File: src/hdl/b2da_pkg.sv
// shared constants for the binary to decimal ascii converter
`timescale 1ns / 1ps

package b2da_pkg;

   localparam int VALUE_WIDTH   = 64;
   localparam int DIGITS        = 20;
   localparam int NIBBLE_WIDTH  = 4;
   localparam int BCD_WIDTH     = DIGITS * NIBBLE_WIDTH;
   localparam int BIT_CNT_WIDTH = $clog2(VALUE_WIDTH);
   localparam int CHAR_WIDTH    = 6;
   localparam int TOTAL_WIDTH   = 5;

   localparam logic [CHAR_WIDTH-1:0]   ASCII_ZERO = 6'd48;
   localparam logic [NIBBLE_WIDTH-1:0] ADJ_LIMIT  = 4'd5;
   localparam logic [NIBBLE_WIDTH-1:0] ADJ_ADD    = 4'd3;

endpackage

File: src/hdl/b2da_dabble.sv
// one shift-and-add-3 step of the binary to bcd conversion
`timescale 1ns / 1ps

module b2da_dabble (
   input  logic [b2da_pkg::BCD_WIDTH-1:0] bcd_in,
   input  logic                           bit_in,
   output logic [b2da_pkg::BCD_WIDTH-1:0] bcd_out
);

   logic [b2da_pkg::BCD_WIDTH-1:0] adj;

   always_comb begin
      for (int i = 0; i < b2da_pkg::DIGITS; i++) begin
         if (bcd_in[i*b2da_pkg::NIBBLE_WIDTH +: b2da_pkg::NIBBLE_WIDTH] >= b2da_pkg::ADJ_LIMIT) begin
            adj[i*b2da_pkg::NIBBLE_WIDTH +: b2da_pkg::NIBBLE_WIDTH] =
               bcd_in[i*b2da_pkg::NIBBLE_WIDTH +: b2da_pkg::NIBBLE_WIDTH] + b2da_pkg::ADJ_ADD;
         end else begin
            adj[i*b2da_pkg::NIBBLE_WIDTH +: b2da_pkg::NIBBLE_WIDTH] =
               bcd_in[i*b2da_pkg::NIBBLE_WIDTH +: b2da_pkg::NIBBLE_WIDTH];
         end
      end
   end

   // top digit never overflows: a 64-bit value fits in 20 digits
   assign bcd_out = {adj[b2da_pkg::BCD_WIDTH-2:0], bit_in};

endmodule

File: src/hdl/binary_to_decimal_ascii.sv
// top level: sequencer around the shared bcd step unit, with output register
`timescale 1ns / 1ps

// Converts one unsigned 64-bit value per request into its decimal text,
// one ascii digit per response, most significant first, no leading zeros.
// Zero gives the single digit '0'. Every response carries the digit count
// of the whole value and last is set on the final digit.
// Request channel: req_valid / req_stall / req_value. req_stall is high
// whenever a value is being converted or its digits are still being sent.
// Response channel: rsp_valid / rsp_stall and the digit fields, held in an
// output register; a stalled response holds and the sequencer waits.
// Sequence: one shift-and-add-3 step per input bit, then leading zeros
// are dropped one digit at a time, then one digit per cycle while the
// receiver takes them. A new request is taken only once the last digit
// of the previous value is registered.
// Reset (synchronous, active high) returns to idle and drops any
// response not yet taken.

module binary_to_decimal_ascii (
   input  logic                            clock,
   input  logic                            reset,
   input  logic                            req_valid,
   output logic                            req_stall,
   input  logic [b2da_pkg::VALUE_WIDTH-1:0] req_value,
   output logic                            rsp_valid,
   input  logic                            rsp_stall,
   output logic [b2da_pkg::CHAR_WIDTH-1:0]  rsp_digit_char,
   output logic [b2da_pkg::TOTAL_WIDTH-1:0] rsp_digit_total,
   output logic                            rsp_last
);

   typedef enum logic [1:0] {
      ST_IDLE,
      ST_CONV,
      ST_TRIM,
      ST_EMIT
   } state_type;

   localparam int NW = b2da_pkg::NIBBLE_WIDTH;
   localparam int BW = b2da_pkg::BCD_WIDTH;

   state_type                              state_ff;
   logic [b2da_pkg::VALUE_WIDTH-1:0]       shift_ff;
   logic [BW-1:0]                          bcd_ff;
   logic [BW-1:0]                          bcd_in;
   logic [b2da_pkg::BIT_CNT_WIDTH-1:0]     bit_cnt_ff;
   logic [b2da_pkg::TOTAL_WIDTH-1:0]       count_ff;
   logic [b2da_pkg::TOTAL_WIDTH-1:0]       remain_ff;
   logic                                   rsp_valid_ff;
   logic [b2da_pkg::CHAR_WIDTH-1:0]        rsp_char_ff;
   logic [b2da_pkg::TOTAL_WIDTH-1:0]       rsp_total_ff;
   logic                                   rsp_last_ff;
   logic [NW-1:0]                          top_digit;
   logic                                   out_free;

   b2da_dabble u_dabble (
      .bcd_in  (bcd_ff),
      .bit_in  (shift_ff[b2da_pkg::VALUE_WIDTH-1]),
      .bcd_out (bcd_in)
   );

   assign top_digit = bcd_ff[BW-1 -: NW];
   assign out_free  = !rsp_valid_ff || !rsp_stall;
   assign req_stall = (state_ff != ST_IDLE);

   always_ff @(posedge clock) begin
      if (reset) begin
         state_ff     <= ST_IDLE;
         rsp_valid_ff <= 1'b0;
         bit_cnt_ff   <= '0;
         count_ff     <= '0;
         remain_ff    <= '0;
      end else begin
         // output register refills from the emit state, else empties once taken
         if (state_ff == ST_EMIT && out_free) begin
            rsp_valid_ff <= 1'b1;
         end else if (!rsp_stall) begin
            rsp_valid_ff <= 1'b0;
         end
         case (state_ff)
            ST_IDLE: begin
               if (req_valid) begin
                  shift_ff   <= req_value;
                  bcd_ff     <= '0;
                  bit_cnt_ff <= '0;
                  state_ff   <= ST_CONV;
               end
            end
            ST_CONV: begin
               bcd_ff     <= bcd_in;
               shift_ff   <= {shift_ff[b2da_pkg::VALUE_WIDTH-2:0], 1'b0};
               bit_cnt_ff <= bit_cnt_ff + 1'b1;
               if (bit_cnt_ff == b2da_pkg::BIT_CNT_WIDTH'(b2da_pkg::VALUE_WIDTH - 1)) begin
                  count_ff <= b2da_pkg::TOTAL_WIDTH'(b2da_pkg::DIGITS);
                  state_ff <= ST_TRIM;
               end
            end
            ST_TRIM: begin
               // drop leading zeros, always keeping at least one digit
               if (top_digit == '0 && count_ff != b2da_pkg::TOTAL_WIDTH'(1)) begin
                  bcd_ff   <= {bcd_ff[BW-NW-1:0], {NW{1'b0}}};
                  count_ff <= count_ff - 1'b1;
               end else begin
                  remain_ff <= count_ff;
                  state_ff  <= ST_EMIT;
               end
            end
            ST_EMIT: begin
               if (out_free) begin
                  rsp_char_ff  <= b2da_pkg::ASCII_ZERO +
                                  {{(b2da_pkg::CHAR_WIDTH-NW){1'b0}}, top_digit};
                  rsp_total_ff <= count_ff;
                  rsp_last_ff  <= (remain_ff == b2da_pkg::TOTAL_WIDTH'(1));
                  bcd_ff       <= {bcd_ff[BW-NW-1:0], {NW{1'b0}}};
                  remain_ff    <= remain_ff - 1'b1;
                  if (remain_ff == b2da_pkg::TOTAL_WIDTH'(1)) begin
                     state_ff <= ST_IDLE;
                  end
               end
            end
            default: begin
               state_ff <= ST_IDLE;
            end
         endcase
      end
   end

   assign rsp_valid       = rsp_valid_ff;
   assign rsp_digit_char  = rsp_char_ff;
   assign rsp_digit_total = rsp_total_ff;
   assign rsp_last        = rsp_last_ff;

endmodule

File: config.mk
export PLATFORM = sky130hd
export DESIGN_NAME = binary_to_decimal_ascii
export DESIGN_NICKNAME = d
export VERILOG_FILES = /design/src/hdl/b2da_pkg.sv /design/src/hdl/b2da_dabble.sv /design/src/hdl/binary_to_decimal_ascii.sv
export SDC_FILE = /design/constraint.sdc
export NUM_CORES = 1
export LEC_CHECK = 0
export BUFFER_PORTS_ARGS = -buffer_cell sky130_fd_sc_hd__buf_2
export CORE_MARGIN = 4
export CORE_UTILIZATION = 30
export DETAILED_ROUTE_END_ITERATION = 8
export SLEW_MARGIN = 20
export SYNTH_ARGS = -nofsm -noshare
export SYNTH_HDL_FRONTEND = slang
export SYNTH_SLANG_ARGS = --single-unit
File: constraint.sdc
create_clock -name clock -period 21.9 [get_ports clock]
set_input_delay 0 -clock clock [delete_from_list [all_inputs] [get_ports clock]]
set_output_delay 0 -clock clock [all_outputs]
set_load 0.05 [all_outputs]
### Word-level counts from Yosys, hierarchy flattened

Index checks and enable logic that the tools add are counted.

| operators by class | value |
|---|---|
| add/subtract/negate cells | 24 |
| multipliers | 0 |
| divide/modulo/power cells | 0 |
| $lt $le $gt $ge | 20 |
| equality and inequality tests | 13 |
| shifts and indexed selects | 0 |
| multiplexer cells | 42 |
| bitwise operators | 1 |
| reductions and logical operators | 18 |

Operator list:

| kind | count |
|---|---|
| 80-bit one-hot mux with 4 select lines | 1 |
| 80-bit two-way mux | 3 |
| 64-bit one-hot mux with 2 select lines | 1 |
| 4-bit by 3-bit >= comparator with 1-bit output (second input constant) | 20 |
| 4-bit by 2-bit adder with 4-bit output (second input constant) | 19 |
| 4-bit two-way mux | 19 |
| 64-bit two-way mux | 1 |
| 5-bit two-way mux | 4 |
| 5-bit one-hot mux with 2 select lines | 2 |
| 6-bit one-hot mux with 2 select lines | 1 |
| 3-bit AND reduction | 4 |
| 2-bit two-way mux | 5 |
| 2-bit inequality test (second input constant) | 5 |
| 5-bit by 1-bit subtractor with 5-bit output (second input constant) | 2 |
| 2-bit one-hot mux with 4 select lines | 1 |
| 2-bit nonzero test | 4 |
| 5-bit by 5-bit adder with 6-bit output (first input constant) | 1 |
| 6-bit by 1-bit adder with 6-bit output (second input constant) | 1 |
| 6-bit == test (second input constant) | 1 |
| 6-bit two-way mux | 1 |
| 5-bit by 1-bit == test with 1-bit output (second input constant) | 1 |
| 5-bit by 1-bit inequality test with 1-bit output (second input constant) | 1 |
| 5-bit AND reduction | 1 |
| 2-bit == test (second input constant) | 2 |
| 13 further kinds | 17 |

| storage, ports and cells | value |
|---|---|
| flip-flop bits (word level) | 175 |
| latch bits | 0 |
| bits in writable memories | 0 |
| memory bits (read-only) | 0 |
| input bits | 68 |
| word-level logic and storage cells | 128 |
| memories kept | 0 |

### Logic depth before layout (Yosys ltp)

| logic depth | value |
|---|---|
| depth in word-level cells | 4 |
| depth in mapped cells | 8 |
| gate-level depth less buffers | 6 |

### Modules after synthesis

Synthesis repeated with hierarchy kept, for this count alone.

| unflattened totals | value |
|---|---|
| cell total of the unflattened synthesis | 787 |
| area total of the unflattened synthesis | 9,364.0 sq um |

Modules (own cells, without submodules):

| module | times used | cells each | area each (sq um) | seq. area each (sq um) |
|---|---|---|---|---|
| binary_to_decimal_ascii | 1 | 470 | 7,349.5 | 5,004.8 |
| b2da_dabble | 1 | 317 | 2,014.4 | 0.0 |

### Worst setup path after synthesis

Ideal clock, no wire load.

| path | value |
|---|---|
| path type | reg-to-reg |
| start point | reg bcd_ff[76] |
| end point | reg bcd_ff[0], enable pin |
| setup time | 617 ps |
| arrival time | 6,559 ps |
| required time | 21,283 ps |
| slack | 14,724 ps |
| cell stages (with the launch flop) | 6 |
| buffers on the path | 0 |
| clock period less this slack | 7,176 ps |
| cell sequence | edfxtp_1 -> inv_1 -> ha_1 -> nor3b_1 -> a21oi_1 -> nor3_1 |

| between the ends | value |
|---|---|
| word-level cells in the longest chain between the ends | 4 |

RTL lines:

| what | RTL line | RTL |
|---|---|---|
| from (decl) | binary_to_decimal_ascii.sv:44 | `logic [BW-1:0] bcd_ff;` |
| from (signal assigned) | binary_to_decimal_ascii.sv:90 | `bcd_ff <= bcd_in;` |
| from (signal assigned) | binary_to_decimal_ascii.sv:101 | `bcd_ff <= {bcd_ff[BW-NW-1:0], {NW{1'b0}}};` |
| from (signal assigned) | binary_to_decimal_ascii.sv:114 | `bcd_ff <= {bcd_ff[BW-NW-1:0], {NW{1'b0}}};` |
| 4-bit zero test | binary_to_decimal_ascii.sv:100 | `if (top_digit == '0 && count_ff != b2da_pkg::TOTAL_WIDTH'(1)) begin` |
| 1-bit logical AND | binary_to_decimal_ascii.sv:100 |  |
| 2-bit inequality test (no line) | - |  |
| 4-bit AND reduction (no line) | - |  |

No other way between the ends.
A chain may end at the register's enable or synchronous reset.

### Final worst setup path

| path | value |
|---|---|
| start point | reg state_ff[1] |
| end point | reg shift_ff[59] (netlist bit), enable pin |

| between the ends | value |
|---|---|
| word-level cells in the longest chain between the ends | 3 |

RTL lines:

| what | RTL line | RTL |
|---|---|---|
| from (decl) | binary_to_decimal_ascii.sv:42 | `state_type state_ff;` |
| from (signal assigned) | binary_to_decimal_ascii.sv:68 | `state_ff <= ST_IDLE;` |
| from (signal assigned) | binary_to_decimal_ascii.sv:86 | `state_ff <= ST_CONV;` |
| from (signal assigned) | binary_to_decimal_ascii.sv:95 | `state_ff <= ST_TRIM;` |
| 2-bit by 1-bit == test with 1-bit output or 2-bit zero test (tied branches) | binary_to_decimal_ascii.sv:80 | `case (state_ff)` |
| 2-bit nonzero test (no line) or 2-bit inequality test (tied branches) | - |  |
| 3-bit AND reduction (no line) * | - |  |
| to (signal assigned) | binary_to_decimal_ascii.sv:83 | `shift_ff <= req_value;` |
| to (signal assigned) | binary_to_decimal_ascii.sv:91 | `shift_ff <= {shift_ff[b2da_pkg::VALUE_WIDTH-2:0], 1'b0};` |
| to (decl) | binary_to_decimal_ascii.sv:43 | `logic [b2da_pkg::VALUE_WIDTH-1:0] shift_ff;` |

Mark *: on every way between the ends. The rest lies on a longest branch, timed or not.

==> impl_summary.log <==
INFO  metric run_status = finished clean
INFO  metric fin_nets = 1028
INFO  metric wire_length_of_the_first_global_routing_pass = 31.8 mm
INFO  metric finalWeightedCongestion = 0.771
INFO  metric first_iter_violations = 331
INFO  metric fin_worst_hold_slack = 0.0596 ns
INFO  metric ys_async_sr_fraction = 0
INFO  metric timing.final.setup_violations = 0
INFO  metric routed_via_density = 4.75
INFO  metric cp_slowest_stage_delay = 0.65 ns
INFO  metric synth.lib_cells_used.distinct = 57
INFO  metric seq_area_frac_synth = 0.540
INFO  metric post-route-worst-setup-slack = 18.94 ns
INFO  metric slowest_stage_cell_cp = buf_4
INFO  metric class_of_the_most_critical_setup_path = flop to flop
INFO  metric crit_path_start_kind = flop
INFO  metric placed_cell_area = 0.0101 sq mm
INFO  metric grt_setup_unrepaired = false
INFO  metric commonest_register_cell_after_synthesis = edfxtp_1
INFO  metric r2r_path_end = shift_ff[59]$_DFFE_PP_
INFO  metric crit_path_cell_trace = inv_1 -> ha_2 -> buf_4 -> mux2i_1 -> nor2_4 -> buf_4
INFO  metric initial_core_util = 0.304
INFO  metric synth_enable_flop_cells = 154
INFO  metric hold_start = req_valid
INFO  metric synthesis.yosys.warnings = 0
INFO  metric power-per-cell-area = 114 mW/mm^2
INFO  metric design.die.area = 0.0338 sq mm
INFO  metric number_of_global_route_vias_before_repair = 6422
INFO  metric initial_antenna_violation_count = 0
INFO  metric clock_skew = 0.0124 ns
INFO  metric num_io_pins = 82
INFO  metric finalHoldViolCount = 0
INFO  metric grt_max_degree = 81
INFO  metric cellLeakagePower = 0.00419 uW
INFO  metric synth_top_area_share = 0.499
INFO  metric r2r.worst_path.cells = 6
INFO  metric antenna-diode-count = 0
INFO  metric clkSinkCount = 173
INFO  metric reg2reg_slack = 18.94 ns
INFO  metric netlist_instances = 767
INFO  metric floorplan.rows = 64
INFO  metric grt_overflow_total = 0
INFO  metric cts.clk_slew.worst_paths = 0.08 ns
INFO  metric coreArea = 0.0305 sq mm
INFO  metric drive_gt1_frac = 0.223
INFO  metric hold_end = bit_cnt_ff[1]$_SDFFE_PP0P_
INFO  metric die_width = 184 um
INFO  metric syn-mean-instance-area = 12.1 sq um
INFO  metric slew_viol_final = 0
INFO  metric most-common-layout-cells = 154 x edfxtp_1, 79 x buf_2, 71 x mux2_2, 67 x dlygate4sd3_1, 60 x inv_1
INFO  metric cp.arrival = 3.01 ns
INFO  metric path_buf_inv = 3
INFO  metric die_h = 184 um
INFO  metric clk_latency = 0.44 ns
INFO  metric cts-root-to-sink-buffers = 2
INFO  metric critical_path.endpoint_type = flop
INFO  metric min_path_cells = 4
INFO  metric antenna_left = 0
INFO  metric buffer_cell_driving_the_clock_tree_root = clkbuf_16
INFO  metric max_transition_margin = 0.286
INFO  metric worst_ir_drop_vdd = 0.0000649 V
INFO  metric route.vias.total = 6261
INFO  metric timing.rr.start = state_ff[1]$_SDFFE_PP0P_
INFO  metric layout.core_utilization = 0.374
INFO  metric tritoncts = yes
INFO  metric gr-usage-all-layers = 0.113
INFO  metric wl_per_cell = 14.3 um
INFO  metric path_delay_family = buffers and inverters
INFO  metric numPortBuffers = 79
INFO  metric detail_route.drc_violations = 0
INFO  metric timing.setup.tns = 0 ns
INFO  metric worst-slew-pin-transition = 1.07 ns
INFO  metric dp_slack = 18.91 ns
INFO  metric timing.critical_path.required = 21.96 ns
INFO  metric finalWirelength = 18.8 mm
INFO  metric htree_levels = 4
INFO  metric dp_hpwl = 11.8 mm
INFO  metric critPathMostFrequentCell = buf_4
INFO  metric most_common_cell_after_layout_fill_and_taps_aside = edfxtp_1
INFO  metric synth.area.top_cells = edfxtp_1 50%, mux2_2 8.6%, ha_1 6.7%, dfxtp_1 4.1%, a21oi_1 3.0%
INFO  metric post_synth_instance_area = 0.00927 sq mm
INFO  metric synthDominantAreaCellType = edfxtp_1
INFO  metric cts_made_buffers = 17
INFO  metric area_growth_syn_to_layout = 23.0%
INFO  metric design_area = 0.0114 sq mm
INFO  metric period_needed = 2.96 ns
INFO  metric maxCapViolations = 0
INFO  metric postSynthRegisterBits = 173
INFO  metric critical_path_peak_fanout = 73
INFO  metric drt-pass1-iter-count = 4
INFO  metric worst_hold_path_type = input port to flop
INFO  metric finalCritPeriodShare = 0.135
INFO  metric clock.fmax = 338 MHz
-- cells in the mapped netlist (2+ instances only) --
cell type / instances
nor3b_1: 20
a22o_1: 13
a41oi_1: 4
and3b_1: 4
ha_1: 50
o21ai_1: 4
xnor2_1: 23
a31oi_1: 6
inv_1: 60
xor2_1: 8
o21ai_0: 39
or3_1: 2
a21oi_1: 55
buf_4: 2
nor3_1: 14
buf_1: 9
nand2b_1: 23
inv_2: 2
o41ai_1: 5
nand2_1: 37
buf_2: 3
nor2b_1: 6
mux2_2: 71
o22ai_1: 28
o21a_1: 5
clkbuf_1: 16
edfxtp_1: 154
mux2i_1: 14
nand3_1: 4
nand3b_1: 2
a21o_1: 5
nor2_1: 18
dfxtp_1: 19
o32ai_1: 13
a211oi_1: 7
-- per-stage QoR --
step / std cells / total power (uW)
detailed placement: 1220 / 995
global placement: 1220 / 987
floorplan: 768 / 899
CTS: 1319 / 1320
finish: 1319 / 1310
global route: 1319 / 1400
-- power by group --
group | switching [uW] | internal, uW | leakage [uW]
Clock | 153 | 156 | 0.000297
Combinational | 254 | 197 | 0.00227
Sequential | 61.2 | 485 | 0.00163
Total | 468 | 837 | 0.00419
-- area by class of cell --
class | instances | area, sq um
tap | 396 | 495
inverter | 62 | 233
clock inverter | 15 | 186
multi-input combinational | 503 | 3940
sequential | 173 | 5000
timing repair buffer | 153 | 1120
clock buffer | 17 | 425
fill | 2920 | 19100
-- registers in the layout, indices dropped and copies added, names as in the netlist --
name / flops
rsp_last: 1
count_ff: 5
shift_ff: 64
bit_cnt_ff: 6
bcd_ff: 80
remain_ff: 5
rsp_digit_total: 5
state_ff: 2
rsp_digit_char: 4
rsp_valid: 1
-- repair_timing --
item | 4_1_cts | 5_1_grt
gates resized for setup | 0 | 0
hold endpoints to repair | 70 | 0
buffers inserted | 0 | 0
hold buffers | 67 | 0
-- worst register-to-register path, stage by stage, from the launching register on --
cell	delay [ns]
dfxtp_1	0.34
inv_1	0.10
ha_2	0.17
buf_4	0.65
mux2i_1	0.48
nor2_4	0.16
buf_4	0.64
-- per-layer routing --
| metal | global-route usage | vias up | wire length [um] |
|---|---|---|---|
| li1 | - | 3165 | - |
| met1 | 0.155 | 2981 | 9160 |
| met2 | 0.178 | 102 | 8620 |
| met3 | 0.0328 | 13 | 848 |
| met4 | 0.0296 | 0 | 182 |
| met5 | 0 | - | 0 |
-- how the worst max path moves through the flow --
| stage | startpoint | endpoint | slack [ns] | cells after the start |
|---|---|---|---|---|
| after floorplan | bcd_ff[76]$_DFFE_PP_ | bcd_ff[0]$_DFFE_PP_ | 14.72 | 5 |
| after global placement | state_ff[1]$_SDFFE_PP0P_ | shift_ff[19]$_DFFE_PP_ | 18.91 | 6 |
| after detailed placement | state_ff[1]$_SDFFE_PP0P_ | shift_ff[17]$_DFFE_PP_ | 18.91 | 6 |
| after CTS | state_ff[1]$_SDFFE_PP0P_ | shift_ff[3]$_DFFE_PP_ | 18.90 | 6 |
| after global routing | state_ff[1]$_SDFFE_PP0P_ | shift_ff[3]$_DFFE_PP_ | 18.67 | 6 |
| final | state_ff[1]$_SDFFE_PP0P_ | shift_ff[59]$_DFFE_PP_ | 18.94 | 6 |
-- cells by family (layout without fill, tap and decap cells) --
logic type                 count (synthesis)  in the layout  share of synthesized area
AOI/OAI and AO/OA                        196            196                      0.138
and+or+nand+nor                          139            139                     0.0858
xor gates and xnor gates                  31             31                     0.0293
adders and majority gates                 50             50                     0.0675
other                                      1              2                   0.000404
muxes                                     85             85                      0.101
DFF                                      173            173                      0.540
buffers and inverters                     92            247                     0.0385
Note: power is estimated with default switching activity, not from simulation.
